## config.mk

```make
export PLATFORM = sky130hd
export DESIGN_NAME = base64_stream_encoder
export DESIGN_NICKNAME = d
export VERILOG_FILES = /design/src/hdl/b64se_pkg.sv /design/src/hdl/b64se_front.sv /design/src/hdl/b64se_queue.sv /design/src/hdl/b64se_back.sv /design/src/hdl/base64_stream_encoder.sv
export VERILOG_INCLUDE_DIRS = /design/src /design/src/hdl
export SDC_FILE = /design/constraint.sdc
export NUM_CORES = 1
export LEC_CHECK = 0
export BUFFER_PORTS_ARGS = -buffer_cell sky130_fd_sc_hd__buf_2
export CORE_MARGIN = 8
export CORE_UTILIZATION = 50
export CTS_CLUSTER_SIZE = 10
export DETAILED_ROUTE_END_ITERATION = 7
export GPL_TIMING_DRIVEN = 0
export HOLD_SLACK_MARGIN = 0.03
export PLACE_DENSITY = 0.72
export RECOVER_POWER = 25
export SLEW_MARGIN = 20
export SYNTH_ARGS = -nofsm -noshare
export SYNTH_HDL_FRONTEND = slang
export SYNTH_SLANG_ARGS = --single-unit
```

## constraint.sdc

```tcl
create_clock -name i_clk -period 9.3 [get_ports i_clk]
set_input_delay 0.93 -clock i_clk [delete_from_list [all_inputs] [get_ports i_clk]]
set_output_delay 0.93 -clock i_clk [all_outputs]
set_load 0.05 [all_outputs]
```

## src/hdl/base64_stream_encoder_assert.svh

```systemverilog
// Assertion macros for the base64 stream encoder.
`ifndef BASE64_STREAM_ENCODER_ASSERT_SVH
`define BASE64_STREAM_ENCODER_ASSERT_SVH

// Clocked assertion, disabled while reset is held.
`define B64SE_ASSERT(label, prop, msg) \
    label: assert property (@(posedge i_clk) disable iff (!i_rst_n) prop) else $error(msg);

// Clocked assertion that holds in reset as well.
`define B64SE_ASSERT_ALWAYS(label, prop, msg) \
    label: assert property (@(posedge i_clk) prop) else $error(msg);

`endif

```

## src/hdl/b64se_pkg.sv

```systemverilog
// Shared types, constants and the alphabet lookup for the base64 encoder.
`timescale 1ns / 1ps
`default_nettype none

package b64se_pkg;

    localparam logic [7:0] CHAR_NL  = 8'h0A;
    localparam logic [7:0] CHAR_PAD = 8'h3D;
    localparam logic [5:0] GPL_RESET = 6'd19;

    // One run of output characters, built by the front part
    typedef struct packed {
        logic [4:0][7:0] chars;   // chars[0] goes out first
        logic [2:0]      len;     // 1..5
        logic            done;    // run comes from a finish item
    } t_job;

    // Queue status seen by back part and top
    typedef struct packed {
        logic full;
        logic empty;
    } t_qstat;

    // Standard base64 alphabet
    function automatic logic [7:0] b64_sym(input logic [5:0] v);
        logic [7:0] w;
        w = {2'b00, v};
        if (v < 6'd26)      b64_sym = w + 8'd65;
        else if (v < 6'd52) b64_sym = w + 8'd71;
        else if (v < 6'd62) b64_sym = w - 8'd4;
        else if (v == 6'd62) b64_sym = 8'h2B;
        else                b64_sym = 8'h2F;
    endfunction

endpackage

`default_nettype wire

```

## src/hdl/b64se_front.sv

```systemverilog
// Front part: accepts items, holds pending bytes and line position, builds runs.
`timescale 1ns / 1ps
`default_nettype none

module b64se_front import b64se_pkg::*; (
    input  wire        i_clk,
    input  wire        i_rst_n,
    input  wire        i_accept,
    input  wire        i_op,
    input  wire  [7:0] i_byte,
    input  wire  [5:0] i_gpl,
    output logic       o_push,
    output t_job       o_job
);

    logic [7:0] r_p0, r_p1, n_p0, n_p1;
    logic [1:0] r_cnt, n_cnt;
    logic [5:0] r_gol, n_gol;

    logic [5:0] gol_inc;
    logic [7:0] b1_fin;
    logic [7:0] s0, s1, s2, s3;
    logic [7:0] f0, f1, f2;

    // Symbols for a full group and for a flushed partial group
    assign gol_inc = r_gol + 6'd1;
    assign b1_fin  = (r_cnt == 2'd2) ? r_p1 : 8'h00;
    assign s0 = b64_sym(r_p0[7:2]);
    assign s1 = b64_sym({r_p0[1:0], r_p1[7:4]});
    assign s2 = b64_sym({r_p1[3:0], i_byte[7:6]});
    assign s3 = b64_sym(i_byte[5:0]);
    assign f0 = s0;
    assign f1 = b64_sym({r_p0[1:0], b1_fin[7:4]});
    assign f2 = (r_cnt == 2'd2) ? b64_sym({b1_fin[3:0], 2'b00}) : CHAR_PAD;

    // Classify the item and work out the next state
    always_comb begin
        n_p0   = r_p0;
        n_p1   = r_p1;
        n_cnt  = r_cnt;
        n_gol  = r_gol;
        o_push = 1'b0;
        o_job  = '0;
        if (i_accept) begin
            if (!i_op) begin
                if (r_cnt != 2'd2) begin
                    if (r_cnt[0]) n_p1 = i_byte;
                    else          n_p0 = i_byte;
                    n_cnt = r_cnt + 2'd1;
                end else begin
                    o_push       = 1'b1;
                    o_job.chars  = {CHAR_NL, s3, s2, s1, s0};
                    n_cnt        = 2'd0;
                    if (gol_inc == i_gpl) begin
                        o_job.len = 3'd5;
                        n_gol     = 6'd0;
                    end else begin
                        o_job.len = 3'd4;
                        n_gol     = gol_inc;
                    end
                end
            end else begin
                o_job.done = 1'b1;
                if (r_cnt != 2'd0) begin
                    o_push      = 1'b1;
                    o_job.chars = {CHAR_NL, CHAR_PAD, f2, f1, f0};
                    o_job.len   = 3'd5;
                end else if (r_gol != 6'd0) begin
                    o_push      = 1'b1;
                    o_job.chars = {32'h0, CHAR_NL};
                    o_job.len   = 3'd1;
                end
                n_cnt = 2'd0;
                n_gol = 6'd0;
            end
        end
    end

    // Pending bytes carry no reset; the count tells which are live
    always_ff @(posedge i_clk) begin
        r_p0 <= n_p0;
        r_p1 <= n_p1;
        if (!i_rst_n) begin
            r_cnt <= 2'd0;
            r_gol <= 6'd0;
        end else begin
            r_cnt <= n_cnt;
            r_gol <= n_gol;
        end
    end

endmodule

`default_nettype wire

```

## src/hdl/b64se_queue.sv

```systemverilog
// Two-entry queue of runs between the front and back parts.
`timescale 1ns / 1ps
`default_nettype none

module b64se_queue import b64se_pkg::*; (
    input  wire        i_clk,
    input  wire        i_rst_n,
    input  wire        i_push,
    input  t_job       i_wdata,
    input  wire        i_pop,
    output t_job       o_rdata,
    output t_qstat     o_stat
);

    t_job       r_mem [2];
    logic       r_wp, r_rp;
    logic [1:0] r_cnt;

    assign o_rdata      = r_mem[r_rp];
    assign o_stat.full  = (r_cnt == 2'd2);
    assign o_stat.empty = (r_cnt == 2'd0);

    // Storage
    always_ff @(posedge i_clk) begin
        if (i_push) r_mem[r_wp] <= i_wdata;
    end

    // Pointers and fill count
    always_ff @(posedge i_clk) begin
        if (!i_rst_n) begin
            r_wp  <= 1'b0;
            r_rp  <= 1'b0;
            r_cnt <= 2'd0;
        end else begin
            if (i_push) r_wp <= ~r_wp;
            if (i_pop)  r_rp <= ~r_rp;
            case ({i_push, i_pop})
                2'b10:   r_cnt <= r_cnt + 2'd1;
                2'b01:   r_cnt <= r_cnt - 2'd1;
                default: r_cnt <= r_cnt;
            endcase
        end
    end

endmodule

`default_nettype wire

```

## src/hdl/b64se_back.sv

```systemverilog
// Back part: plays out each run one character per cycle into the output register while the output is ready.
`timescale 1ns / 1ps
`default_nettype none

module b64se_back import b64se_pkg::*; (
    input  wire        i_clk,
    input  wire        i_rst_n,
    input  t_job       i_job,
    input  t_qstat     i_qstat,
    output logic       o_pop,
    output logic       o_valid,
    input  wire        i_ready,
    output logic [7:0] o_char,
    output logic       o_last,
    output logic       o_done
);

    t_job       r_job;
    logic [2:0] r_idx;
    logic       r_busy;
    logic       r_ovalid, r_olast, r_odone;
    logic [7:0] r_ochar;

    logic can_load, step, is_last;

    assign can_load = !r_ovalid || i_ready;
    assign step     = r_busy && can_load;
    assign is_last  = (r_idx == (r_job.len - 3'd1));
    assign o_pop    = !i_qstat.empty && (!r_busy || (step && is_last));

    assign o_valid = r_ovalid;
    assign o_char  = r_ochar;
    assign o_last  = r_olast;
    assign o_done  = r_odone;

    // Current run and character index
    always_ff @(posedge i_clk) begin
        if (o_pop) r_job <= i_job;
        if (!i_rst_n) begin
            r_busy <= 1'b0;
            r_idx  <= 3'd0;
        end else if (o_pop) begin
            r_busy <= 1'b1;
            r_idx  <= 3'd0;
        end else if (step) begin
            r_idx <= r_idx + 3'd1;
            if (is_last) r_busy <= 1'b0;
        end
    end

    // Output register
    always_ff @(posedge i_clk) begin
        if (step) begin
            r_ochar <= r_job.chars[r_idx];
            r_olast <= is_last;
            r_odone <= r_job.done;
        end
        if (!i_rst_n) begin
            r_ovalid <= 1'b0;
        end else if (can_load) begin
            r_ovalid <= step;
        end
    end

endmodule

`default_nettype wire

```

## src/hdl/base64_stream_encoder.sv

```systemverilog
// A group-completing byte's run is written into the queue, then loaded into the back part's run register,
// and its first character is then registered in the output register.
// Throughput: one output character per cycle from the single output register while the result side is ready.
// A two-run queue lets input items go on while the output side stalls.
// Reset: synchronous active low; clears pending count, line position and queue,
// and sets groups_per_line to 19.
`timescale 1ns / 1ps
`default_nettype none

`include "base64_stream_encoder_assert.svh"

module base64_stream_encoder import b64se_pkg::*; (
    input  wire        i_clk,
    input  wire        i_rst_n,
    // input items
    input  wire        i_s_tvalid,
    output logic       o_s_tready,
    input  wire  [7:0] i_s_tdata,     // [7:0] data_byte
    input  wire  [0:0] i_s_tuser,     // [0] opcode
    // result items
    output logic       o_m_tvalid,
    input  wire        i_m_tready,
    output logic [7:0] o_m_tdata,     // [7:0] out_char
    output logic       o_m_tlast,
    output logic [0:0] o_m_tuser,     // [0] message_done
    // groups_per_line write channel
    input  wire        i_cfg_valid,
    output logic       o_cfg_ready,
    input  wire  [5:0] i_cfg_data
);

    logic [5:0] r_gpl;
    logic       s_accept;
    logic       push, pop;
    t_job       wjob, rjob;
    t_qstat     qstat;

    assign o_cfg_ready = 1'b1;
    assign o_s_tready  = !qstat.full;
    assign s_accept    = i_s_tvalid && o_s_tready;

    // Line length register
    always_ff @(posedge i_clk) begin
        if (!i_rst_n) begin
            r_gpl <= GPL_RESET;
        end else if (i_cfg_valid) begin
            r_gpl <= i_cfg_data;
        end
    end

    b64se_front u_front (
        .i_clk    (i_clk),
        .i_rst_n  (i_rst_n),
        .i_accept (s_accept),
        .i_op     (i_s_tuser[0]),
        .i_byte   (i_s_tdata),
        .i_gpl    (r_gpl),
        .o_push   (push),
        .o_job    (wjob)
    );

    b64se_queue u_queue (
        .i_clk   (i_clk),
        .i_rst_n (i_rst_n),
        .i_push  (push),
        .i_wdata (wjob),
        .i_pop   (pop),
        .o_rdata (rjob),
        .o_stat  (qstat)
    );

    b64se_back u_back (
        .i_clk   (i_clk),
        .i_rst_n (i_rst_n),
        .i_job   (rjob),
        .i_qstat (qstat),
        .o_pop   (pop),
        .o_valid (o_m_tvalid),
        .i_ready (i_m_tready),
        .o_char  (o_m_tdata),
        .o_last  (o_m_tlast),
        .o_done  (o_m_tuser[0])
    );

    // A finish run always closes with a newline
    `B64SE_ASSERT(a_finish_ends_nl, o_m_tvalid && o_m_tuser[0] && o_m_tlast |-> o_m_tdata == CHAR_NL, "finish run does not end in newline")
    // Data runs never carry padding
    `B64SE_ASSERT(a_data_no_pad, o_m_tvalid && !o_m_tuser[0] |-> o_m_tdata != CHAR_PAD, "pad character in a data run")
    // Queue cannot be full and empty at once
    `B64SE_ASSERT(a_q_status, !(qstat.full && qstat.empty), "queue full and empty together")
    // Nothing is pushed into a full queue
    `B64SE_ASSERT(a_no_overflow, qstat.full |-> !push, "push into full queue")

endmodule

`default_nettype wire
```

After elaboration in Yosys (flattened, before gate mapping):

Memory sizes are Yosys's and may differ from the RTL's. A register that Yosys moved wholly into a read port is not among the register bits.
Cells that the tools add are included.

* register bits: 49
* latch bits: 0
* RAM bits: 88
* memory bits (read-only): 0
* bits of input ports: 20
* output and inout bits: 13
* word-level logic and storage cells: 147
* memories: 1

Memories
* u_queue.r_mem: words 2, width 44, rd ports 1, clocked after Yosys merged registers in 1, write ports 1, RTL line b64se_queue.sv:15 `t_job r_mem [2];`

* add/subtract/negate cells: 24
* multiply operators: 0
* divide/modulo/power cells: 0
* $lt $le $gt $ge: 19
* equality and inequality tests: 13
* shifts and indexed selects: 0
* mux-type cells: 50
* bitwise operators: 5
* reductions and logical operators: 21

Operator list (number)
* 8-bit two-way mux: 21
* 39-bit two-way mux: 3
* 6-bit by 7-bit adder with 8-bit output, second input constant: 12
* 6-bit < comparator, second input constant: 12
* 44-bit two-way mux: 1
* 6-bit by 3-bit subtractor with 7-bit output, second input constant: 6
* 6-bit by 5-bit < comparator with 1-bit output, second input constant: 6
* 6-bit == test, second input constant: 5
* 8-bit binary-select mux with 3-bit select: 1
* 6-bit two-way mux: 3
* 3-bit two-way mux: 5
* 1-bit two-way mux: 12
* 4-bit AND reduction: 2
* 2-bit nonzero test: 4
* 7-bit two-way mux: 1
* 6-bit by 1-bit adder with 6-bit output, second input constant: 1
* 2-bit == test, second input constant: 3
* 6-bit == test: 1
* 6-bit nonzero test: 1
* 1-bit NOT: 5
* 2-bit by 1-bit adder with 2-bit output, second input constant: 2
* 1-bit logical AND: 4
* 1-bit logical NOT: 4
* 3-bit by 4-bit < comparator with 1-bit output, second input constant: 1
* 12 further kinds: 16

Depth between registers and ports, before layout:

Gate-level depths: netlist of run 1.

* word-level depth: 10
* gate-level depth with buffers: 11
* gate-level depth less buffers: 9

Cells and area by module:

A second synthesis of run 1 with hierarchy kept.

* cell total of the unflattened synthesis: 766
* area total of the unflattened synthesis: 9250.1 sq um

By module, submodules not included
* b64se_queue: times used 1, cells each 159, area each 3379.5 sq um, sequential area each 2742.6 sq um
* b64se_front: times used 1, cells each 454, area each 3354.5 sq um, sequential area each 640.6 sq um
* b64se_back: times used 1, cells each 130, area each 2273.4 sq um, sequential area each 1721.7 sq um
* base64_stream_encoder: times used 1, cells each 23, area each 242.7 sq um, sequential area each 120.1 sq um

Least setup slack after synthesis of run 1:

No wires, ideal clock.

* path kind: in2reg
* from: input i_m_tready
* to: register u_queue.r_cnt[1]
* setup time: 71 ps
* arrival time: 3684 ps
* data required time: 9229 ps
* path slack: 5545 ps
* stages: 6
* buffers on the path: 0
* cell sequence: nand2b_1 -> a21oi_1 -> nor2_1 -> ha_1 -> or3_1 -> a21oi_1

* word-level cells in the longest chain between the ends: 7
* elaborated cells between the ends (all ways): 9
* classes of those cells: eq/ne: 2; mux: 1; reduce/logical: 6

RTL lines
* from (decl): RTL line base64_stream_encoder.sv:22 `input wire i_m_tready,`
* 1-bit logical OR (*): RTL line b64se_back.sv:26 `assign can_load = !r_ovalid || i_ready;`
* 1-bit logical AND (*): RTL line b64se_back.sv:27 `assign step = r_busy && can_load;`
* 1-bit logical AND (*): RTL line b64se_back.sv:29 `assign o_pop = !i_qstat.empty && (!r_busy || (step && is_last));`
* 1-bit logical OR (*): RTL line b64se_back.sv:29
* 1-bit logical AND (*): RTL line b64se_back.sv:29
* net pop: RTL line base64_stream_encoder.sv:34 `logic push, pop;`
* 2-bit by 1-bit == test with 1-bit output / 2-bit == test (equally long branches): RTL line b64se_queue.sv:37 `case ({i_push, i_pop})`
* 2-bit case mux with 2 select lines / 2-bit nonzero test (equally long branches)
* to (signal assigned): RTL line b64se_queue.sv:38 `2'b10: r_cnt <= r_cnt + 2'd1;`
* to (signal assigned): RTL line b64se_queue.sv:39 `2'b01: r_cnt <= r_cnt - 2'd1;`
* to (signal assigned): RTL line b64se_queue.sv:40 `default: r_cnt <= r_cnt;`
* to (decl): RTL line b64se_queue.sv:17 `logic [1:0] r_cnt;`

The timed path passes the listed nets; every way through them passes the cells marked *.
A chain may end at the register's enable or synchronous reset.

==> out/qor.txt, run 1 <==
Status: completed
Final slew viol count: 0
Routed len/inst: 18.6 um
Final nets: 773
Gr busiest metal: met2
Worst IR Drop VDD: 0.132 mV
Worst Setup EP: u_queue.r_mem[0][15]
Global-route met3 utilization: 3.93%
Most used flip-flop cell after synthesis: edfxtp_1
Post CTS Setup Buffer Count: 0
Area delta synth->final: 14.2%
Share of cells above drive strength 1: 14.6%
CP top delay family: buffers and inverters
Hold_buf cts: 0
Setup TNS Final: 0 ns
Minimum setup slack after placement: 6.11 ns
FP Rows: 46
Largest net degree at the start of global routing: 28
Die Wd: 142 um
Most common library cell in the layout ignoring fill and taps: edfxtp_1
Synth Instances: 670
Setup slack, reg-to-reg: 6.22 ns
Worst Path Max Fanout: 10
Htree depth: 4
Final min period: 3.08 ns
First-pass GRT wire length: 27,700 um
1st-iter DRT viols: 547
Worst Hold Class: reg2reg
Reg2Reg Depth: 10
Initial antenna violation count: 0
Yosys reg bits: 154
Type of origin of the critical path: flop
Netlist cell types: 66
Clock slew at reported path FFs: 0.06 ns
Number of global-route vias before repair: 5,157
Leakage Power: 3.29 nW
Met2 Resource Use GR: 28.7%
Most common cell on crit path: clkbuf_1
Die H: 142 um
Port buffer count: 29
Critical Path Start: u_front.r_cnt[0]
Clk_lat worst skew: 0.42 ns
Vias: 5,524
Terminus of the critical flop-to-flop path: u_queue.r_mem[0][15]
Pwr dens: 231 nW/um^2
Hold Fails Final Rpt: 0
Register Area: 4390 um^2
Fillers: 1,295
I/O pin count: 33
Met1 Use GR: 23.6%
Post-Syn Area per Cell: 11.8 um^2
Crit path required time: 9.46 ns
Drt pass-1 iters: 6
Setup WS post-layout: 6.22 ns
Slew Limit Headroom: 30.7%
Sequential area share after synthesis: 55.5%
Worst Skew: 0.0117 ns
Share of flip-flops with an asynchronous set or reset: 0%
Mapped Area: 7920 um^2
Std-Cell Core Area: 15,700 um^2
CTS tree: done
Period utilisation layout: 33.1%
Final Non-Filler Cells: 951
Post-cts resize count: 0
Reg2reg start: u_front.r_cnt[0]
Detailed Place HPWL: 12,800 um
Cell Chain, Critical Path: clkbuf_1, nor2b_1, clkbuf_1, nand2_1, ha_1, and3b_1, clkbuf_1, nor2_1, a211o_1, a32o_1
Mapped Nets: 721
Multi-input logic area: 3270 um^2
Post-route ant nets: 0
Unrepaired setup endpoints after global routing: no
Final GP Congestion: 0.927
Root buf cell: clkbuf_16
Max cap viols: 0
Routed WL: 17,700 um
CP endpoint kind: flop
Clock sinks: 154
# diodes: 0
Post-route DRC: 0
Endpoints failing setup: 0
Clock Path Buffers: 2
Worst Path Arrival: 3.23 ns
Num CTS Buffers: 17
Overall power: 2.09 mW
Worst Setup Path Type: reg2reg
Number of flops mapped to enable cells by yosys: 131
Buffers and inverters on the worst path: 3
Critical path depth in cells: 10
Starting density of the core: 50.4%
Worst path max stage delay: 0.42 ns
CP max stage cell: clkbuf_1
Slew @ Worst Pin: 1.03 ns
Total gr overflow: 0
Commonest non-fill, non-tap cells in the layout: 131 x edfxtp_1, 51 x clkbuf_1, 46 x nand2_1, 44 x nor2_1, 40 x a21oi_1
YS warnings: 0
All-Layer GR Usage: 18.0%
F_max: 325 MHz
Die area: 20,100 um^2
Via density: 5.81
Dpl cells: 919
[Yosys cell counts, types with 3 or more instances]
master | instances | area (um^2)
a21o_1 | 10 | 75.1
o22ai_1 | 6 | 37.5
nand2_1 | 46 | 173
nand3_1 | 17 | 85.1
mux2_2 | 37 | 417
nand2b_1 | 4 | 25.0
o221ai_1 | 3 | 26.3
nand3b_1 | 5 | 37.5
a221o_1 | 3 | 30.0
inv_1 | 36 | 135
and3_1 | 5 | 31.3
o211ai_1 | 4 | 30.0
a31oi_1 | 9 | 56.3
nor3b_1 | 3 | 22.5
and2_1 | 3 | 18.8
mux4_2 | 8 | 180
nor2_1 | 46 | 173
and3b_1 | 3 | 26.3
a21oi_1 | 40 | 200
o21ai_0 | 24 | 120
xor2_1 | 8 | 70.1
mux2i_1 | 14 | 140
dfxtp_1 | 23 | 460
a211oi_1 | 10 | 75.1
or2_2 | 3 | 18.8
nor3_1 | 18 | 90.1
nor2b_1 | 10 | 62.6
ha_1 | 31 | 388
xnor2_1 | 20 | 175
clkbuf_1 | 28 | 105
a2111oi_0 | 4 | 35.0
or3_1 | 3 | 18.8
o31ai_1 | 5 | 37.5
buf_2 | 6 | 30.0
edfxtp_1 | 131 | 3930
nor4_1 | 3 | 18.8
nand4_1 | 3 | 18.8
[worst min-delay path by stage]
stage / to / cells past startpoint / slack [ns] / from
after floorplan: u_back.o_done / 0 / 0.40 / u_back.r_job[0]
after global routing: u_back.o_done / 0 / 0.46 / u_back.r_job[0]
after CTS: u_back.o_done / 0 / 0.45 / u_back.r_job[0]
final: u_back.o_done / 0 / 0.44 / u_back.r_job[0]
after detailed placement: u_back.o_done / 0 / 0.43 / u_back.r_job[0]
after global placement: u_back.o_done / 0 / 0.41 / u_back.r_job[0]
[cells by family (layout without fill, tap and decap cells)]
group	Yosys count	in the layout	synth area share, %
and+or+nand+nor	179	179	11.1
buffers and inverters	73	138	3.60
AOI/OAI and AO/OA	145	145	12.5
DFF	154	154	55.5
adders and majority gates	31	31	4.90
other	1	1	0.0473
muxes	59	59	9.30
xor gates and xnor gates	28	28	3.10
[stage by stage]
stage          utilization, %  cell area (um^2)  hold WS (ns)
2_1_floorplan               -              7920         0.400
3_3_place_gp             53.1              8340         0.413
3_5_place_dp             53.8              8460         0.432
4_1_cts                  57.8              9090         0.447
5_1_grt                  57.6              9050         0.463
6_report                 57.6              9050         0.444
[worst reg2reg max path, stage by stage (launching register included)]
cell and delay (ns):
dfxtp_1 0.30, clkbuf_1 0.19, nor2b_1 0.23, clkbuf_1 0.42, nand2_1 0.22, ha_1 0.30, and3b_1 0.23, clkbuf_1 0.28
nor2_1 0.08, a211o_1 0.30, a32o_1 0.30
[report_power, final]
group,internal [mW],leakage [nW],switching [mW]
clock network,0.448,0.308,0.275
registers,0.880,1.41,0.0403
logic,0.170,1.57,0.276
total,1.50,3.29,0.592
[final cells by class]
| type | count | share of cell area, % |
|---|---|---|
| Buffer | 37 | 1.65 |
| Clock buffer | 22 | 5.61 |
| Clock inverter | 10 | 1.36 |
| Inverter | 36 | 1.49 |
| Multi-Input combinational cell | 443 | 36.1 |
| Sequential cell | 154 | 48.6 |
| Tap cell | 216 | 2.99 |
| Timing Repair Buffer | 33 | 2.21 |
[layer usage]
metal / wire length, um / vias to the layer above
li1: - / 2615
met1: 7810 / 2659
met2: 8340 / 228
met3: 1200 / 22
met4: 308 / 0
met5: 0 / -
[sequential cells by signal (all words and copies together), names as in the netlist]
signal	count
u_back.o_valid	1
u_queue.r_cnt	2
u_back.r_busy	1
u_front.r_p0	8
r_gpl	6
u_queue.r_wp	1
u_queue.r_rp	1
u_front.r_cnt	2
u_back.r_idx	3
u_queue.r_mem	70
u_back.o_done	1
u_back.o_last	1
u_back.r_job	35
u_front.r_gol	6
u_front.r_p1	8
u_back.o_char	8
No activity file was read; power rests on OpenSTA's default activity.
==> run 2, diff against run 1 <==
--- a/config.mk
+++ b/config.mk
@@ -13,7 +13,7 @@
 export DETAILED_ROUTE_END_ITERATION = 7
 export GPL_TIMING_DRIVEN = 0
 export HOLD_SLACK_MARGIN = 0.03
-export PLACE_DENSITY = 0.72
+export PLACE_DENSITY = 0.74
 export RECOVER_POWER = 25
 export SLEW_MARGIN = 20
 export SYNTH_ARGS = -nofsm -noshare
==> constraint.sdc (replaced) <==
create_clock -name i_clk -period 2.5 [get_ports i_clk]
set_input_delay 0.25 -clock i_clk [delete_from_list [all_inputs] [get_ports i_clk]]
set_output_delay 0.25 -clock i_clk [all_outputs]
set_load 0.05 [all_outputs]
==> run 2 against run 1 <==
  * First-iteration DRC count did not move
  * Final area rose by 0.89%
  * Largest power group unchanged
  * Hold slack got worse by 0.39 ns
  * Global-route usage rose by 0.45 points
  * Sequential power rose to 3.7 times the previous value
  * Cell count rose by 0.53%
  * Setup slack got worse by 6.1 ns
==> out/qor.txt, run 2 (synthesis results as in run 1) <==
All-Layer GR Usage: 18.4% (was 18.0%)
Root buf cell: clkbuf_16 (unchanged)
First-pass GRT wire length: 28,300 um (was 27,700 um)
Die Wd: 142 um (unchanged)
Clock sinks: 154 (unchanged)
Slew Limit Headroom: 47.2% (was 30.7%)
Htree depth: 4 (unchanged)
Area delta synth->final: 15.2% (was 14.2%)
Clock slew at reported path FFs: 0.06 ns (about the same)
Hold_buf cts: 0 (unchanged)
Setup WS post-layout: 0.0961 ns (was 6.22 ns)
Leakage Power: 3.32 nW (was 3.29 nW)
Unrepaired setup endpoints after global routing: no (unchanged)
FP Rows: 46 (unchanged)
Worst Path Arrival: 2.76 ns (was 3.23 ns)
Final GP Congestion: 0.861 (was 0.927)
Drt pass-1 iters: 6 (unchanged)
# diodes: 0 (unchanged)
Routed len/inst: 19.1 um (was 18.6 um)
Endpoints failing setup: 0 (unchanged)
Total gr overflow: 0 (unchanged)
Die H: 142 um (unchanged)
Fillers: 1,275 (was 1,295)
Post-route DRC: 0 (unchanged)
CP endpoint kind: flop (unchanged)
Most common library cell in the layout ignoring fill and taps: edfxtp_1 (unchanged)
1st-iter DRT viols: 547 (unchanged)
Worst Skew: 0.00977 ns (was 0.0117 ns)
Hold Fails Final Rpt: 0 (unchanged)
Num CTS Buffers: 17 (unchanged)
Overall power: 7.57 mW (was 2.09 mW)
Worst IR Drop VDD: 0.485 mV (was 0.132 mV)
Die area: 20,100 um^2 (unchanged)
F_max: 416 MHz (was 325 MHz)
Type of origin of the critical path: flop (unchanged)
Share of cells above drive strength 1: 18.0% (was 14.6%)
Period utilisation layout: 96.2% (was 33.1%)
Max cap viols: 0 (unchanged)
Vias: 5,534 (was 5,524)
Via density: 5.79 (was 5.81)
Commonest non-fill, non-tap cells in the layout: 131 x edfxtp_1, 46 x nand2_1, 45 x clkbuf_1, 43 x nor2_1, 39 x a21oi_1 (was 131 x edfxtp_1, 51 x clkbuf_1, 46 x nand2_1, 44 x nor2_1, 40 x a21oi_1)
Final nets: 778 (was 773)
Final min period: 2.40 ns (was 3.08 ns)
Status: completed (unchanged)
Tightest hold margin: 0.0528 ns (was 0.444 ns)
Slew @ Worst Pin: 0.793 ns (was 1.03 ns)
Final slew viol count: 0 (unchanged)
Largest net degree at the start of global routing: 20 (was 28)
Worst Hold Class: in2reg (was reg2reg)
Register Area: 4400 um^2 (was 4390 um^2)
Clk_lat worst skew: 0.42 ns (about the same)
Final Cell Area: 9130 um^2 (was 9050 um^2)
Crit path required time: 2.85 ns (was 9.46 ns)
Routed WL: 18,200 um (was 17,700 um)
Worst Setup Path Type: reg2reg (unchanged)
Largest reg by FF count: u_queue.r_mem (unchanged)
Clock Path Buffers: 2 (unchanged)
Initial antenna violation count: 0 (unchanged)
Multi-input logic area: 3350 um^2 (was 3270 um^2)
Minimum setup slack after placement: -0.438 ns (was 6.11 ns)
Worst Path Max Fanout: 5 (was 10)
Number of global-route vias before repair: 5,236 (was 5,157)
Post-route ant nets: 0 (unchanged)
Std-Cell Core Area: 15,700 um^2 (unchanged)
CTS tree: done (unchanged)
Placed cell area: 8450 um^2 (was 8460 um^2)
Starting density of the core: 50.4% (unchanged)
I/O pin count: 33 (unchanged)
Largest register FFs: 70 (unchanged)
Setup TNS Final: 0 ns (unchanged)
Pwr dens: 829 nW/um^2 (was 231 nW/um^2)
Port buffer count: 29 (unchanged)
Detailed Place HPWL: 13,200 um (was 12,800 um)
Largest regs: u_queue.r_mem (70), u_back.r_job (35) (unchanged)
-- run 2: cell count changes in the layout (fill, tap and decap cells not counted), moves of 3 or more --
cell      delta
buf_4        +7
clkbuf_1     -6
clkinv_2     +4
o21ai_0      -3
o21ai_1      +3
-- run 2: routing by layer --
metal / routed length (um) / GRT usage (%)
met1: 8240 / 23.8
met2: 8790 / 30.3
met3: 950 / 4.07
met4: 263 / 5.54
met5: 0 / 0
-- run 2: critical path, cell delays in order, from the launching register on --
cell and delay [ns]:
dfxtp_1 0.36, inv_1 0.08, ha_1 0.17, or4b_1 0.50, o31ai_2 0.27, a21o_2 0.26
ha_4 0.23, or3_1 0.34, a21oi_1 0.14
-- run 2: final cells by class --
cell class                 count  share of cell area (%)
buffer                        34                    1.56
tap                          216                    2.96
sequential                   154                    48.2
timing repair buffer          40                    2.91
clock inverter                13                    1.22
inverter                      36                    1.48
clock buffer                  19                    4.98
multi-input combinational    444                    36.7
-- run 2: timing repair --
action                     4_1_cts  5_1_grt
gates resized for setup          6       15
setup endpoints to repair       24       69
buffers inserted                 1        7
pin swaps                        1        5
cloned                           1        0
-- run 2: final timing paths --
| path | start | to | slack (ns) | cells after the start |
|---|---|---|---|---|
| worst max-delay path | u_front.r_gol[0] | u_queue.r_cnt[1] | 0.1 | 8 |
| worst min-delay path | i_cfg_data[1] | r_gpl[1] | 0.05 | 3 |
| worst max register to register | u_front.r_gol[0] | u_queue.r_cnt[1] | 0.1 | 8 |
| worst min register to register | u_back.r_job[0] | u_back.o_done | 0.44 | 0 |
-- run 2: power breakdown --
part | internal, mW | leakage, nW | switching (mW)
sequential | 3.28 | 1.41 | 0.152
combinational | 0.639 | 1.63 | 1.06
clock | 1.43 | 0.287 | 1.01
-- run 2: per-stage QoR --
stage	cells	utilization, %
after detailed placement	918	53.8
after global placement	915	53.2
final	956	58.1
after global routing	956	58.1
after floorplan	670	-
after CTS	949	57.5
==> run 3, diff against run 2 <==
--- a/config.mk
+++ b/config.mk
@@ -8,12 +8,12 @@
 export LEC_CHECK = 0
 export BUFFER_PORTS_ARGS = -buffer_cell sky130_fd_sc_hd__buf_2
 export CORE_MARGIN = 8
-export CORE_UTILIZATION = 50
+export CORE_UTILIZATION = 40
 export CTS_CLUSTER_SIZE = 10
 export DETAILED_ROUTE_END_ITERATION = 7
 export GPL_TIMING_DRIVEN = 0
 export HOLD_SLACK_MARGIN = 0.03
-export PLACE_DENSITY = 0.74
+export PLACE_DENSITY = 0.63
 export RECOVER_POWER = 25
 export SLEW_MARGIN = 20
 export SYNTH_ARGS = -nofsm -noshare
==> constraint.sdc (replaced) <==
create_clock -name i_clk -period 2.5 [get_ports i_clk]
set_input_delay 0.25 -clock i_clk [delete_from_list [all_inputs] [get_ports i_clk]]
set_output_delay 0.25 -clock i_clk [all_outputs]
set_load 0.02 [all_outputs]
==> run 3 against run 2 <==
  * Count of clock-buffer cells in the layout did not move
  * Largest power group unchanged
  * Power grew 1.3%
  * Hold slack gained 0.0020 ns
  * Utilization down 11 points
  * Non-clock buffer count unchanged
  * Critical path depth decreased by 2
  * Register-to-register slack about the same
  * Routed wire length grew 1.1%
==> out/qor.txt, run 3 (synthesis results as in run 1) <==
Status: completed (unchanged)
CP endpoint kind: flop (unchanged)
Clock slew at reported path FFs: 0.07 ns (was 0.06 ns)
Worst path max stage delay: 0.53 ns (was 0.50 ns)
HP Start: i_cfg_data[1] (unchanged)
Gr busiest metal: met2 (unchanged)
I/O pin count: 33 (unchanged)
Routed WL: 18,400 um (was 18,200 um)
Die area: 24,600 um^2 (was 20,100 um^2)
Worst Path Max Fanout: 7 (was 5)
Clock sinks: 154 (unchanged)
Terminus of the critical flop-to-flop path: u_queue.r_mem[1][15] (was u_queue.r_cnt[1])
Reg2reg start: u_front.r_p1[7] (was u_front.r_gol[0])
Detailed Place HPWL: 13,500 um (was 13,200 um)
Total gr overflow: 0 (unchanged)
CP top delay family: simple AND/OR/NAND/NOR gates (unchanged)
Hold Fails Final Rpt: 0 (unchanged)
Clk_lat worst skew: 0.42 ns (about the same)
Number of global-route vias before repair: 5,501 (was 5,236)
Via density: 5.50 (was 5.79)
Largest register FFs: 70 (unchanged)
Final min period: 2.39 ns (was 2.40 ns)
CP max stage cell: edfxtp_1 (was or4b_1)
CTS tree: done (unchanged)
Crit path required time: 2.64 ns (was 2.85 ns)
Worst IR Drop VDD: 0.536 mV (was 0.485 mV)
Htree depth: 4 (unchanged)
Tightest hold margin: 0.0549 ns (was 0.0528 ns)
Initial antenna violation count: 0 (unchanged)
Leakage Power: 3.34 nW (was 3.32 nW)
Fillers: 1,744 (was 1,275)
Worst Setup Path Type: reg2reg (unchanged)
Worst Skew: 0.0141 ns (was 0.00977 ns)
# diodes: 0 (unchanged)
Final GP Congestion: 0.892 (was 0.861)
Area delta synth->final: 16.5% (was 15.2%)
Worst Hold Class: in2reg (unchanged)
Setup slack, reg-to-reg: 0.11 ns (was 0.1 ns)
Largest reg by FF count: u_queue.r_mem (unchanged)
Root buf cell: clkbuf_16 (unchanged)
Num CTS Buffers: 17 (unchanged)
Met1 Use GR: 19.9% (was 23.8%)
First-pass GRT wire length: 29,500 um (was 28,300 um)
Share of cells above drive strength 1: 18.2% (was 18.0%)
Global-route met3 utilization: 2.84% (was 4.07%)
1st-iter DRT viols: 468 (was 547)
Max cap viols: 0 (unchanged)
Type of origin of the critical path: flop (unchanged)
Slew Limit Headroom: 51.3% (was 47.2%)
Period utilisation layout: 95.6% (was 96.2%)
Final nets: 778 (unchanged)
Reg2Reg Depth: 6 (was 8)
Drt pass-1 iters: 5 (was 6)
Buffers and inverters on the worst path: 0 (was 1)
Hold endpoint: r_gpl[1] (unchanged)
Starting density of the core: 40.7% (was 50.4%)
Endpoints failing setup: 0 (unchanged)
Vias: 5,530 (was 5,534)
Dpl cells: 968 (was 918)
Cell Chain, Critical Path: nand3b_1, ha_4, and3b_2, nor2_1, a211o_1, a32o_1 (was inv_1, ha_1, or4b_1, o31ai_2, a21o_2, ha_4, or3_1, a21oi_1)
Hold path depth: 3 (unchanged)
All-Layer GR Usage: 15.5% (was 18.4%)
Die H: 157 um (was 142 um)
Unrepaired setup endpoints after global routing: yes (was no)
F_max: 418 MHz (was 416 MHz)
Routed len/inst: 18.4 um (was 19.1 um)
Post-route ant nets: 0 (unchanged)
Die Wd: 157 um (was 142 um)
Std-Cell Core Area: 19,500 um^2 (was 15,700 um^2)
Final slew viol count: 0 (unchanged)
Clock Path Buffers: 2 (unchanged)
Pwr dens: 830 nW/um^2 (was 829 nW/um^2)
Commonest non-fill, non-tap cells in the layout: 131 x edfxtp_1, 45 x clkbuf_1, 44 x nand2_1, 43 x nor2_1, 39 x a21oi_1 (was 131 x edfxtp_1, 46 x nand2_1, 45 x clkbuf_1, 43 x nor2_1, 39 x a21oi_1)
Hold_buf cts: 0 (unchanged)
Worst Path Arrival: 2.53 ns (was 2.76 ns)
FP Rows: 51 (was 46)
Largest regs: u_queue.r_mem (70), u_back.r_job (35) (unchanged)
Post-route DRC: 0 (unchanged)
Critical path depth in cells: 6 (was 8)
Largest net degree at the start of global routing: 20 (unchanged)
Slew @ Worst Pin: 0.731 ns (was 0.793 ns)
Final Non-Filler Cells: 1,005 (was 956)
Most common library cell in the layout ignoring fill and taps: edfxtp_1 (unchanged)
Port buffer count: 29 (unchanged)
Met2 Resource Use GR: 26.1% (was 30.3%)
==> run 3: cell count changes in the layout (fill, tap and decap cells not counted), sizes merged <==
cell,before,now
buf,29,30
bufinv,1,4
clkbuf,64,63
clkinv,7,5
inv,41,40
==> run 3: routing by layer <==
metal  routed length [um]  part of all wire, %
met4                  253                  1.4
met5                    0                    0
met1                 8290                   45
met2                 9030                   49
met3                  867                  4.7
==> run 3: tightest hold or removal path: stages <==
cell     delay, ns
buf_2         0.07
mux2i_1       0.06
nand2_1       0.06
==> run 3: repair_timing <==
item	4_1_cts	5_1_grt
resized for setup	9	17
endpoints found under the setup margin	22	41
setup buffers	2	5
gates cloned	1	0
pin swaps	2	3
endpoints found under the hold margin	0	0
==> run 3: power by group <==
part           switching, mW  leakage (nW)  internal (mW)
clock network           1.01         0.304           1.68
logic                  0.910          1.62          0.636
registers              0.151          1.41           3.28
==> run 3: stage by stage <==
stage               util [%]  TNS, ns  cell area, um^2  setup slack [ns]  total power, mW
finish                  47.4        0             9230             0.110             7.66
global route            47.4  -0.0994             9230           -0.0106             8.00
CTS                     47.1  -0.0119             9160           -0.0116             7.74
detailed placement      43.7    -4.33             8510            -0.517             4.99
global placement        43.2  -112.55             8410             -1.52             4.95
floorplan                  -   -35.53             7930            -0.506             4.54
==> run 3: final cells by class <==
type,count,area [um^2],share of cell area [%]
inverter,36,135,1.46
sequential,154,4400,47.7
clock buffer,19,433,4.69
buffer,34,148,1.60
timing repair buffer,40,238,2.58
tap,265,332,3.59
multi-input combinational,444,3350,36.4
clock inverter,13,190,2.06
==> run 3: worst max path at each step <==
stage | from | endpoint | slack [ns]
6_report | u_front.r_p1[7] | u_queue.r_mem[1][15] | 0.11
2_1_floorplan | u_front.r_gol[0] | u_queue.r_mem[0][0] | -0.51
4_1_cts | u_front.r_gol[0] | u_queue.r_cnt[1] | -0.01
3_3_place_gp | u_front.r_cnt[0] | u_queue.r_mem[0][8] | -1.52
3_5_place_dp | u_back.r_idx[0] | u_queue.r_cnt[1] | -0.52
5_1_grt | u_front.r_cnt[0] | u_queue.r_mem[1][32] | -0.01
